`config.mk`:
```
export PLATFORM = sky130hd
export DESIGN_NAME = ekd_ram
export DESIGN_NICKNAME = d
export VERILOG_FILES = /design/src/hw/rtl/ekd_ram.sv
export SDC_FILE = /design/constraint.sdc
export NUM_CORES = 2
export LEC_CHECK = 0
export BUFFER_PORTS_ARGS = -buffer_cell sky130_fd_sc_hd__buf_2
export CORE_UTILIZATION = 55
export CTS_BUF_LIST = sky130_fd_sc_hd__clkbuf_8
export DETAILED_ROUTE_END_ITERATION = 6
export GPL_ROUTABILITY_DRIVEN = 0
export PLACE_DENSITY = 0.71
export SYNTH_ARGS = -nofsm -noshare
export SYNTH_HDL_FRONTEND = slang
export SYNTH_SLANG_ARGS = --single-unit
```
`constraint.sdc`:
```
create_clock -name clk -period 3.4 [get_ports clk]
set_input_delay 0.68 -clock clk [delete_from_list [all_inputs] [get_ports clk]]
set_output_delay 0.68 -clock clk [all_outputs]
set_load 0.02 [all_outputs]
```
`src/hw/rtl/ekd_ram.sv`:
```
module ekd_ram #(
    parameter int WIDTH = 8,
    parameter int DEPTH = 256
) (
    input  logic                     clk,
    input  logic                     we,
    input  logic [$clog2(DEPTH)-1:0] waddr,
    input  logic [WIDTH-1:0]         wdata,
    input  logic [$clog2(DEPTH)-1:0] raddr,
    output logic [WIDTH-1:0]         rdata
);

    logic [WIDTH-1:0] mem [DEPTH];
    logic [WIDTH-1:0] rdata_reg;

    always_ff @(posedge clk)
    begin
        if (we)
        begin
            mem[waddr] <= wdata;
        end
        rdata_reg <= mem[raddr];
    end

    assign rdata = rdata_reg;

endmodule

```
==> impl_metrics.tcl <==
set metrics [dict create \
    status "finished, final reports clean" \
    cp_max_fo 28 \
    post_drt_via_cell_ratio 6.340 \
    clock_latency_ps 1010 \
    seqCellArea_mm2 0.06166 \
    critPathCaptureType "register" \
    tritoncts "yes" \
    synthToLayoutAreaGrowth_pct 14.36 \
    ys_top_cells_by_area "edfxtp_1 (77%), mux4_2 (13%), mux2i_1 (1.7%), nor2_1 (1.3%), a22oi_1 (1.3%)" \
    path_class "in2reg" \
    syn_inst 3733 \
    yosysMostFrequentCell "edfxtp_1" \
    ir_drop_uv 537.9 \
    hold_buffers 0 \
    ys_async_sr_fraction_pct 0 \
    clock_path_buffers 4 \
    period_minus_slack_ps 2867 \
    drtIter0Drc 5552 \
    hold_path.class "in2reg" \
    grt_pass1_vias 41240 \
    grt-ovfl-total 0 \
    setup-violations-final 0 \
    rsz0062_at_grt "no" \
    yosysSeqAreaShare_pct 77.50 \
    synth_fp_nets 3759 \
    powerDensity_mw_per_mm2 543.0 \
    whs_ps 98.66 \
    p_leak_nw 29.57 \
    cts_made_buffers 332 \
    num_rows 139 \
    final_hold_viol_count 0 \
    cp_num_buf_inv 4 \
    skew_ps 78.01 \
    post-route-worst-setup-slack_ps 533.4 \
    cts_max_level 5 \
    ctsResizeCount 0 \
    place.port_buffers 33 \
    ys_warn_count 0 \
    syn-cell-area_mm2 0.07956 \
    num_io_pins 34 \
    layout.nets 4400 \
    max_slew.worst_pin.slew_ps 1095 \
    critical_path_arrival_ps 3720 \
    crit_slowest_cell "nor4_1" \
    synth_flop_cell "edfxtp_1" \
    track_usage_pct 26.77 \
    wire_per_inst_um 29.62 \
    fill_cells 9537 \
    cts_root_buffer "clkbuf_8" \
    clk_pin_slew_ps 60 \
    grt_pass1_wl_um 281200 \
    antenna_found_initial 12 \
    cp_cell_sequence "buf_8, buf_12, buf_4, mux4_2, nor2b_1, a211oi_1, nor2_1, nor4_1, buf_4, nor4_2" \
    drt-total-wl_um 193300 \
    cap_violations 0 \
    clock_sinks 2056 \
    multi_input_area_mm2 0.01650 \
    dp_hpwl_um 121300 \
    drive_gt1_share_pct 30.32 \
    fmax_mhz 348.8 \
    synth-edff-count 2048 \
    drtAntennaViolNets 0 \
    synth_area_per_cell_um2 21.31 \
    yosys_register_bits 2056 \
    post_cts_buffers 0 \
    fp.dieH_um 382.3 \
    pre_cts_ws_ps -501.8 \
    netlist.area_leader.share_pct 77.30 \
    core_region_area_mm2 0.1435 \
    largest_reg_flops 2048 \
    min_period_over_period_pct 84.31 \
    dieArea_mm2 0.1462 \
    worst-endpoint-required_ps 4260 \
    drc 0 \
    slew_viol_final 0 \
    startpoint_type "input port" \
    grt_max_degree 109 \
    synth_common_cells "edfxtp_1 (2048), mux4_2 (454), nor2_1 (282), mux2i_1 (134), a22oi_1 (133)" \
    initial_utilization_pct 55.45 \
    synth_top_area_cell "edfxtp_1" \
    ys_types 55 \
    critPathMaxStageDelay_ps 790 \
    via_count 41360 \
    dr.pass1.iters 6 \
    fin_tns_setup_ps 0 \
    slew_headroom_pct 26.30 \
    die_w_um 382.3 \
    cpLargestDelayFamily "simple AND/OR/NAND/NOR gates" \
    cpMostUsedCell "buf_4" \
]
## where the power goes
part           switching [W]  internal (W)
logic                0.00167       0.00103
registers          0.0000585        0.0279
clock network        0.00932       0.00938
total                 0.0111        0.0384
## per-layer routing
metal | up-vias | share of wire [%] | GRT usage (%)
li1 | 17020 | - | -
met1 | 21640 | 39 | 38.07
met2 | 2323 | 48 | 41.69
met4 | 6 | 3.1 | 9.252
met5 | - | 0.021 | 0
met3 | 372 | 9.8 | 5.589
## worst paths after layout
check	start	to	slack, ps	depth (start not counted)
worst max-delay path	raddr[0]	rdata[2]	530	10
worst max register to register	mem[71][2]	rdata[2]	540	6
worst min-delay path	wdata[2]	mem[245][2]	100	1
worst min register to register	mem[21][6]	rdata[6]	1150	7
## cell families after synthesis
logic type,Yosys count,share of synthesized area (%)
AOI/OAI and AO/OA,385,3.419
DFF,2056,77.50
buffers and inverters,235,1.831
muxes,591,14.62
and+or+nand+nor,466,2.628
## final cells by class
| type | count | share of cell area (%) |
|---|---|---|
| antenna | 10 | 0.02750 |
| clock buffer | 339 | 5.128 |
| clock inverter | 232 | 1.113 |
| inverter | 2 | 0.008251 |
| multi-input combinational | 1442 | 18.13 |
| sequential | 2056 | 67.77 |
| tap | 1903 | 2.617 |
| timing repair buffer | 540 | 5.203 |
## stage by stage
stage	cells	utilization [%]	power (W)	instance area [um2]
after global placement	5943	59.43	0.03119	85280
after floorplan	3733	-	0.02988	79560
after CTS	6514	63.39	0.04968	90960
after detailed placement	5943	59.43	0.03123	85280
after global routing	6518	63.40	0.05087	90970
final	6524	63.41	0.04940	90980
## placed cells by master (no fill, tap or decap), drive strengths merged, types with 31 or more instances in the layout
cell / Yosys / final
nor2b: 31 / 31
nand3: 34 / 34
clkinv: 1 / 119
mux4: 456 / 456
inv: 1 / 110
buf: 122 / 537
o221ai: 47 / 47
clkbuf: 111 / 342
a21oi: 96 / 96
nand2: 33 / 33
mux2i: 134 / 134
a22oi: 133 / 133
edfxtp: 2048 / 2048
nor2: 282 / 282
## worst register-to-register path, cell delays in order (launching register included)
cell and delay [ps]:
edfxtp_1 370, mux4_2 500, mux4_2 560, nor2b_1 190, nor4_1 820, buf_4 240, nor4_2 40
No activity file was read; power rests on OpenSTA's default activity.
