`src/hw/rtl/ekd_pkg.sv`:
```
package ekd_pkg;

    localparam int VALUE_W   = 11;
    localparam int TARGET_W  = 11;
    localparam int BUDGET_W  = 12;
    localparam int TOTAL_W   = 20;
    localparam int S_TDATA_W = 16;
    localparam int M_TDATA_W = 24;

    // reciprocal precision for the slot reduction
    localparam int RECIP_W = 24;

    localparam logic [TOTAL_W-1:0] TOTAL_MAX = '1;

    typedef struct packed {
        logic load;
        logic advance;
    } slot_ctrl_t;

endpackage

```
`src/hw/rtl/ekd_slot.sv`:
```
module ekd_slot
    import ekd_pkg::*;
#(
    parameter int VALUE_MAX = 1024
) (
    input  logic                         clk,
    input  slot_ctrl_t                   ctrl,
    input  logic [VALUE_W-1:0]           value,
    output logic [$clog2(VALUE_MAX)-1:0] slot
);

    localparam int SW      = $clog2(VALUE_MAX);
    localparam int CONST_W = $clog2(VALUE_MAX + 1);
    localparam int P1_W    = VALUE_W + RECIP_W;
    localparam int P2_W    = VALUE_W + CONST_W;
    localparam logic [RECIP_W-1:0] RECIP     = RECIP_W'((1 << RECIP_W) / VALUE_MAX);
    localparam logic [P2_W-1:0]    VM_W      = P2_W'(VALUE_MAX);
    localparam logic [SW-1:0]      SLOT_LAST = SW'(VALUE_MAX - 1);

    logic [VALUE_W-1:0] x_reg;
    logic [VALUE_W-1:0] q_reg;
    logic               zero_reg;
    logic [SW-1:0]      slot_reg;

    logic [VALUE_W-1:0] x;
    logic [P1_W-1:0]    prod1;
    logic [P2_W-1:0]    prod2;
    logic [VALUE_W-1:0] rem;
    logic [P2_W-1:0]    rem_wide;
    logic [P2_W-1:0]    rem_fixed;

    // quotient estimate is exact or one low, so one correction suffices
    assign x         = value - 1'b1;
    assign prod1     = P1_W'(x) * P1_W'(RECIP);
    assign prod2     = P2_W'(q_reg) * VM_W;
    assign rem       = x_reg - prod2[VALUE_W-1:0];
    assign rem_wide  = P2_W'(rem);
    assign rem_fixed = (rem_wide >= VM_W) ? rem_wide - VM_W : rem_wide;

    always_ff @(posedge clk)
    begin
        if (ctrl.load)
        begin
            x_reg    <= x;
            q_reg    <= prod1[P1_W-1:RECIP_W];
            zero_reg <= (value == '0);
        end
        if (ctrl.advance)
        begin
            // value zero aliases the top slot
            slot_reg <= zero_reg ? SLOT_LAST : SW'(rem_fixed);
        end
    end

    assign slot = slot_reg;

endmodule

```
`config.mk`:
```
export PLATFORM = sky130hd
export DESIGN_NAME = ekd_slot
export DESIGN_NICKNAME = d
export VERILOG_FILES = /design/src/hw/rtl/ekd_pkg.sv /design/src/hw/rtl/ekd_slot.sv
export SDC_FILE = /design/constraint.sdc
export NUM_CORES = 1
export LEC_CHECK = 0
export BUFFER_PORTS_ARGS = -buffer_cell sky130_fd_sc_hd__buf_2
export CAP_MARGIN = 40
export CORE_MARGIN = 3
export CORE_UTILIZATION = 49
export DETAILED_ROUTE_END_ITERATION = 16
export PLACE_DENSITY = 0.79
export SLEW_MARGIN = 5
export SYNTH_ARGS = -nofsm -noshare
export SYNTH_HDL_FRONTEND = slang
export SYNTH_SLANG_ARGS = --single-unit
```
`constraint.sdc`:
```
create_clock -name clk -period 2 [get_ports clk]
set_input_delay 0.4 -clock clk [delete_from_list [all_inputs] [get_ports clk]]
set_output_delay 0.4 -clock clk [all_outputs]
set_load 0.02 [all_outputs]
```
==> out/qor.yml, run 1 <==
status: "finished clean"
first_global_vias: 432
hold_end: "zero_reg"
fillers: 125
gr-usage-all-layers: 0.0897
drt_iter0_drc: 4
worstSetupPathType: "primary input to flop"
tns_ns: 0
skew_ns: 0.00461
critPathCaptureType: "flop"
cp.arrival_ns: 1.42
power_frac_seq: 0.661
drc: 0
area_growth_pct: 19.5
hold_viol: 0
worstMarginPinSlew_ns: 0.383
synth_area_sq_um: 878
power_frac_clock: 0.231
num_vias: 495
clk-insertion-delay-late_ns: 0.28
fin_crit_sh: 0.691
wl_per_cell_um: 9.51
via_per_inst: 4.67
slowest_delay_ns: 0.58
die_area_sq_um: 2340
critical_path.cell_chain: "buf_2, or4_4, nor4b_4, xor2_1"
yosysTopAreaCell: "edfxtp_1"
place_ws_ns: 0.303
root_buffer: "clkbuf_4"
rows: 14
hold_path.class: "primary input to flop"
cts.clk_slew.worst_paths_ns: 0.10
dpl.cell_count: 102
die_h_um: 48.3
cts_setup_buffers: 0
r2r_start: "zero_reg"
avgSynthCellArea_sq_um: 16.0
r2r_cells: 1
yosysWarningCount: 0
ant_nets: 0
pwr-share-comb: 0.107
clock_path_buffers: 2
cpMaxStageDelayCell: "or4_4"
yosys.area.top_type_share: 0.718
ys_ff_latch: 21
grt_pass1_wl_mm: 1.59
switchingPower_w: 0.000164
final_cells: 106
vdd_drop_max_mv: 0.343
setup_violations: 0
crit_required_ns: 2.04
r2r_slack_ns: 0.95
power.leakage_nw: 0.401
synthDistinctLibCells: 16
antenna_found_initial: 0
cts_buffers: 3
core_sq_um: 1590
cts.sinks: 21
synthTopCellsByArea: "edfxtp_1 (72%), or2_2 (7.1%), xor2_1 (4.0%)"
io_buffers: 23
hold_buffers: 0
nets: 98
num_antenna_cells: 0
critPathLaunchType: "primary input"
syn_inst: 55
relSlewSlack: 0.741
start_util: 0.551
htreeDepth: 1
grt_max_degree: 12
r2r-end: "slot[4]"
ios: 24
worstHoldStart: "value[10]"
fmax_mhz: 723
p_int_w: 0.000635
routabilityCongestion: 0.692
yosysSeqAreaShare: 0.718
holdPathStages: 2
cts_resized: 0
rsz0062_at_grt: "false"
cts_tree: "done"
power.density_nw_per_um2: 762
first_pass_iters: 4
swShare: 0.205
syn_nets: 70
maxCapViolCount: 0
path_buf_inv: 1
routed_wirelength_mm: 1.01
cpLargestDelayFamily: "simple AND/OR/NAND/NOR gates"
drive_gt1_frac: 0.476
crit_fanout: 4
finalMaxSlewViolations: 0
grt_overflow: 0
die_w_um: 48.3
min_period_ns: 1.38
setup_ws_ns: 0.618
## worst max-delay path by stage
stage                         from        to  slack (ns)  cells past startpoint
after floorplan           value[3]  x_reg[9]        0.47                      3
after global placement    value[3]  x_reg[9]        0.31                      4
after detailed placement  value[3]  x_reg[9]        0.30                      4
after CTS                 value[3]  x_reg[9]        0.62                      4
after global routing      value[0]  zero_reg        0.57                      6
final                     value[3]  x_reg[9]        0.62                      4
## power by group through the flow
| stage | combinational [W] | sequential, W | clock [W] |
|---|---|---|---|
| 6_report | 0.0000859 | 0.000529 | 0.000185 |
| 5_1_grt | 0.0000935 | 0.000533 | 0.000202 |
| 4_1_cts | 0.0000871 | 0.000529 | 0.000191 |
| 3_5_place_dp | 0.0000871 | 0.000540 | 0 |
| 3_3_place_gp | 0.0000850 | 0.000539 | 0 |
| 2_1_floorplan | 0.0000269 | 0.000556 | 0 |
## logic make-up after synthesis
kind of cell               after synthesis  synth area share
and+or+nand+nor                         22             0.177
DFF                                     21             0.718
AOI/OAI and AO/OA                        1           0.00855
adders and majority gates                1            0.0142
buffers and inverters                    3            0.0128
xor gates and xnor gates                 7            0.0698
## Yosys cell counts, drive strengths merged
| library cell | number |
|---|---|
| edfxtp | 21 |
| inv | 3 |
| or2 | 10 |
| o31ai | 1 |
| xnor2 | 3 |
| nor4 | 2 |
| ha | 1 |
| xor2 | 4 |
| nor3 | 1 |
| nand2b | 1 |
| nor4b | 2 |
| or4 | 1 |
| nand2 | 3 |
| nor2 | 2 |
## layout by cell type (no fill, tap or decap), drive strengths merged
cell type   n
buf        23
clkbuf      4
edfxtp     21
ha          1
inv         3
nand2       3
nand2b      1
nor2        2
nor3        1
nor4        2
nor4b       2
o31ai       1
or2        10
or4         1
xnor2       3
xor2        4
## final cells by class
| type | instances | area, sq um | area share |
|---|---|---|---|
| clock buffer | 4 | 26.3 | 0.0250 |
| sequential | 21 | 631 | 0.601 |
| inverter | 3 | 11.3 | 0.0107 |
| tap | 24 | 30.0 | 0.0286 |
| multi-input combinational | 31 | 236 | 0.225 |
| timing repair buffer | 23 | 115 | 0.110 |
## routing by layer
layer / GRT usage / part of all wire
met1: 0.0837 / 0.40
met2: 0.158 / 0.47
met3: 0.0123 / 0.081
met4: 0.0995 / 0.044
met5: 0 / 0
## through the flow
stage               hold WS, ns  power (W)   util  area [sq um]
CTS                       0.379   0.000808  0.659          1050
global placement          0.483   0.000623  0.642          1020
detailed placement        0.483   0.000627  0.642          1020
global route              0.387   0.000828  0.659          1050
finish                    0.387   0.000799  0.659          1050
floorplan                 0.479   0.000583      -           878
(Power assumes the default switching activity.)
==> run 2, diff against run 1 <==
Settings changed: ABC_AREA set to 1, CORE_UTILIZATION 49 to 50, PLACE_DENSITY 0.79 to 0.8.
Clock period 2 ns to 1.4 ns, I/O delays scaled along.
==> out/qor.yml, run 2 <==
status: "finished clean"
antenna_found_initial: 0
cts.clk_slew.worst_paths_ns: 0.10
die_w_um: 49.4
hpwl_um: 888
yosysMostFrequentCell: "edfxtp_1"
first_pass_iters: 4
synthArstFlopShare: 0
avgSynthCellArea_sq_um: 12.6
critical_path.cell_chain: "buf_2"
root_buffer: "clkbuf_4"
num_vias: 567
hold_viol: 0
min_period_ns: 1.11
setup_violations: 0
cts_setup_buffers: 0
skew_ns: 0.00283
ys_ff_latch: 21
synth_area_sq_um: 943
num_antenna_cells: 0
vdd_drop_max_mv: 0.508
area_growth_pct: 19.2
layout_common_cells: "buf_2 (23), edfxtp_1 (21), nand2_1 (15)"
routabilityCongestion: 0.702
grt_overflow: 0
slowest_delay_ns: 0.38
mostFrequentLayoutCell: "buf_2"
ant_nets: 0
setup_ws_ns: 0.288
core_sq_um: 1750
top_layer_used: "met4"
power.density_nw_per_um2: 1030
yosysWarningCount: 0
die_h_um: 49.4
routed_wirelength_mm: 1.07
clock_path_buffers: 2
finalMaxSlewViolations: 0
yosysTopAreaCell: "edfxtp_1"
worstMarginPinSlew_ns: 0.211
worstSetupPathType: "flop to primary output"
grt_pass1_wl_mm: 1.78
relSlewSlack: 0.860
maxCapViolCount: 0
hold_path.class: "primary input to flop"
yosys-top-cells-count: "edfxtp_1 (21), nand2_1 (15), or2_2 (11)"
gr-usage-all-layers: 0.101
drc: 0
power_w: 0.00116
fmax_mhz: 899
cp.arrival_ns: 0.83
cpLargestDelayFamily: "flip-flops"
start_util: 0.541
drt_iter0_drc: 8
die_area_sq_um: 2440
yosys.area.top_type_share: 0.668
cpMaxStageDelayCell: "edfxtp_1"
htreeDepth: 1
clk-insertion-delay-late_ns: 0.29
grt_max_degree: 13
via_per_inst: 4.43
synth_edf_count: 21
ios: 24
met1_length_um: 406
synthDistinctLibCells: 19
path_buf_inv: 1
yosysSeqAreaShare: 0.668
rows: 15
critPathLaunchType: "flop"
cts_tree: "done"
syn_nets: 90
crit_fanout: 1
wl_per_cell_um: 8.34
cts_buffers: 3
syn_inst: 75
crit_required_ns: 1.12
synth_ff_type: "edfxtp_1"
met2WireLength_um: 529
power.leakage_nw: 0.486
critPathCaptureType: "primary output"
fin_crit_sh: 0.794
first_global_vias: 494
hold_buffers: 0
met3_length_um: 74
tns_ns: 0
nets: 119
cts_resized: 0
synthTopCellsByArea: "edfxtp_1 (67%), or2_2 (7.3%), nand2_1 (6.0%)"
io_buffers: 23
drive_gt1_frac: 0.476
rsz0062_at_grt: "false"
place_ws_ns: 0.134
cts.sinks: 21
run 2: changes by cell type in the layout (fill, tap and decap cells not counted), sizes merged, moves of 3 or more:
cell   change
inv        +6
nand2     +14
nor2       +5
o21ai      +3
xor2       -3
run 2: final cells by class:
type                            count  area [sq um]
Tap cell                           25          31.3
Clock buffer                        3          22.5
Sequential cell                    21           631
Multi-Input combinational cell     45           277
Fill cell                         150           621
Clock inverter                      1          5.00
Inverter                            9          36.3
Timing Repair Buffer               24           123
run 2: routing by layer:
layer,track usage,up-vias
met5,0,-
met4,0.124,0
met3,0.00917,4
met2,0.192,23
met1,0.0788,235
li1,-,305
run 2: power by group:
group	internal [W]	switching, W	leakage (nW)	total [W]
clock network	0.000106	0.000160	0.0177	0.000267
logic	0.0000568	0.0000824	0.270	0.000139
registers	0.000745	0.00000941	0.199	0.000755
run 2: tightest hold or removal path, cell delays in order:
cell	delay (ns)
buf_2	0.09
nand2_1	0.05
nand2_1	0.05
run 2: cells by family (layout without fill, tap and decap cells):
kind of cell               count (synthesis)  after routing  synth area share
AOI/OAI and AO/OA                          3              3            0.0159
buffers and inverters                      9             37            0.0385
and+or+nand+nor                           39             39             0.245
adders and majority gates                  1              1            0.0133
xor gates and xnor gates                   2              2            0.0186
DFF                                       21             21             0.668
run 2: worst paths after layout:
check                              start       end  slack [ns]  cells past startpoint
worst max-delay path             slot[6]   slot[6]        0.29                      1
worst min-delay path            value[8]  x_reg[8]        0.27                      3
worst max register to register  zero_reg   slot[6]        0.35                      1
worst min register to register  x_reg[3]   slot[3]        0.51                      1
run 2: stage by stage:
| stage | utilization | instances | instance area [sq um] | hold slack, ns |
|---|---|---|---|---|
| 2_1_floorplan | - | 75 | 943 | 0.392 |
| 3_3_place_gp | 0.629 | 124 | 1100 | 0.484 |
| 3_5_place_dp | 0.629 | 124 | 1100 | 0.483 |
| 4_1_cts | 0.644 | 128 | 1120 | 0.257 |
| 5_1_grt | 0.644 | 128 | 1120 | 0.275 |
| 6_report | 0.644 | 128 | 1120 | 0.266 |
==> run 3, diff against run 2 <==
Clock period 1.4 ns to 1.1 ns, I/O delays scaled along.
==> out/qor.yml, run 3 (synthesis gave the netlist of run 2 again) <==
status: "finished clean"
start_util: 0.541
hold_buffers: 0
slowest_delay_ns: 0.49
hold_path.class: "primary input to flop"
crit_fanout: 10
drive_gt1_frac: 0.490
area_growth_pct: 20.2
clk-insertion-delay-late_ns: 0.28
drt_iter0_drc: 2
cpMaxStageDelayCell: "edfxtp_1"
via_per_inst: 4.32
worstSetupPathType: "flop to flop"
die_area_sq_um: 2440
setup_violations: 0
grt_max_degree: 12
hold_viol: 0
hpwl_um: 916
rows: 15
multi_input_area_sq_um: 279
antenna_found_initial: 0
root_buffer: "clkbuf_4"
critPathLaunchType: "flop"
cts_buffers: 3
die_w_um: 49.4
worstMarginPinSlew_ns: 0.211
power.density_nw_per_um2: 1300
core_sq_um: 1750
num_antenna_cells: 0
grt_pass1_wl_mm: 1.84
ant_nets: 0
cpLargestDelayFamily: "flip-flops"
layout_common_cells: "buf_2 (23), edfxtp_1 (21), nand2_1 (15)"
fmax_mhz: 941
htreeDepth: 1
first_pass_iters: 4
gr-usage-all-layers: 0.103
critical_path.cell_chain: "or2_2"
grt_overflow: 0
place_ws_ns: -0.123
cts_setup_buffers: 0
seq_area_sq_um: 631
tns_ns: 0
maxCapViolCount: 0
clock_path_buffers: 2
routed_wirelength_mm: 1.09
relSlewSlack: 0.859
power.leakage_nw: 0.486
cts.clk_slew.worst_paths_ns: 0.10
routabilityCongestion: 0.704
nets: 120
cp.arrival_ns: 1.11
rsz0062_at_grt: "true"
cts_resized: 0
path_buf_inv: 0
mostFrequentLayoutCell: "buf_2"
postLayoutCoreUtil: 0.649
crit_required_ns: 1.14
drc: 0
wl_per_cell_um: 8.44
place_area_sq_um: 1110
setup_ws_ns: 0.0371
io_buffers: 23
fin_crit_sh: 0.966
die_h_um: 49.4
cts.sinks: 21
finalMaxSlewViolations: 0
fillers: 147
ios: 24
skew_ns: 0.00106
design_area_sq_um: 1130
cts_tree: "done"
critPathCaptureType: "flop"
vdd_drop_max_mv: 0.729
num_vias: 557
min_period_ns: 1.06
first_global_vias: 477
-- run 3: changes by cell type in the layout (fill, tap and decap cells not counted), sizes merged --
cell	delta
buf	+1
clkbuf	+1
clkinv	-1
-- run 3: area by class of cell --
type	count	share of cell area
clock buffer	4	0.0232
inverter	9	0.0320
multi-input combinational	45	0.246
sequential	21	0.556
tap	25	0.0276
timing repair buffer	25	0.115
-- run 3: per-stage QoR --
step / cells / total power (W) / hold slack [ns]
6_report: 129 / 0.00147 / 0.215
5_1_grt: 129 / 0.00153 / 0.223
4_1_cts: 129 / 0.00149 / 0.201
3_3_place_gp: 125 / 0.00116 / 0.484
2_1_floorplan: 75 / 0.00108 / 0.332
3_5_place_dp: 125 / 0.00116 / 0.483
-- run 3: final timing paths --
kind	endpoint	slack, ns	depth (start not counted)	start
worst min-delay path	x_reg[8]	0.21	3	value[8]
worst max register to register	slot[6]	0.04	1	zero_reg
worst min register to register	slot[5]	0.50	1	x_reg[5]
worst max-delay path	slot[6]	0.04	1	zero_reg
-- run 3: metal layers --
| layer | up-vias | GRT usage | part of all wire |
|---|---|---|---|
| li1 | 304 | - | - |
| met1 | 232 | 0.107 | 0.40 |
| met2 | 19 | 0.172 | 0.52 |
| met3 | 2 | 0.00917 | 0.051 |
| met4 | 0 | 0.111 | 0.021 |
| met5 | - | 0 | 0 |
-- run 3: power breakdown --
part           leakage, nW  switching, W  internal, W
registers            0.199     0.0000119     0.000949
logic                0.272      0.000107    0.0000751
clock network       0.0150      0.000191     0.000141
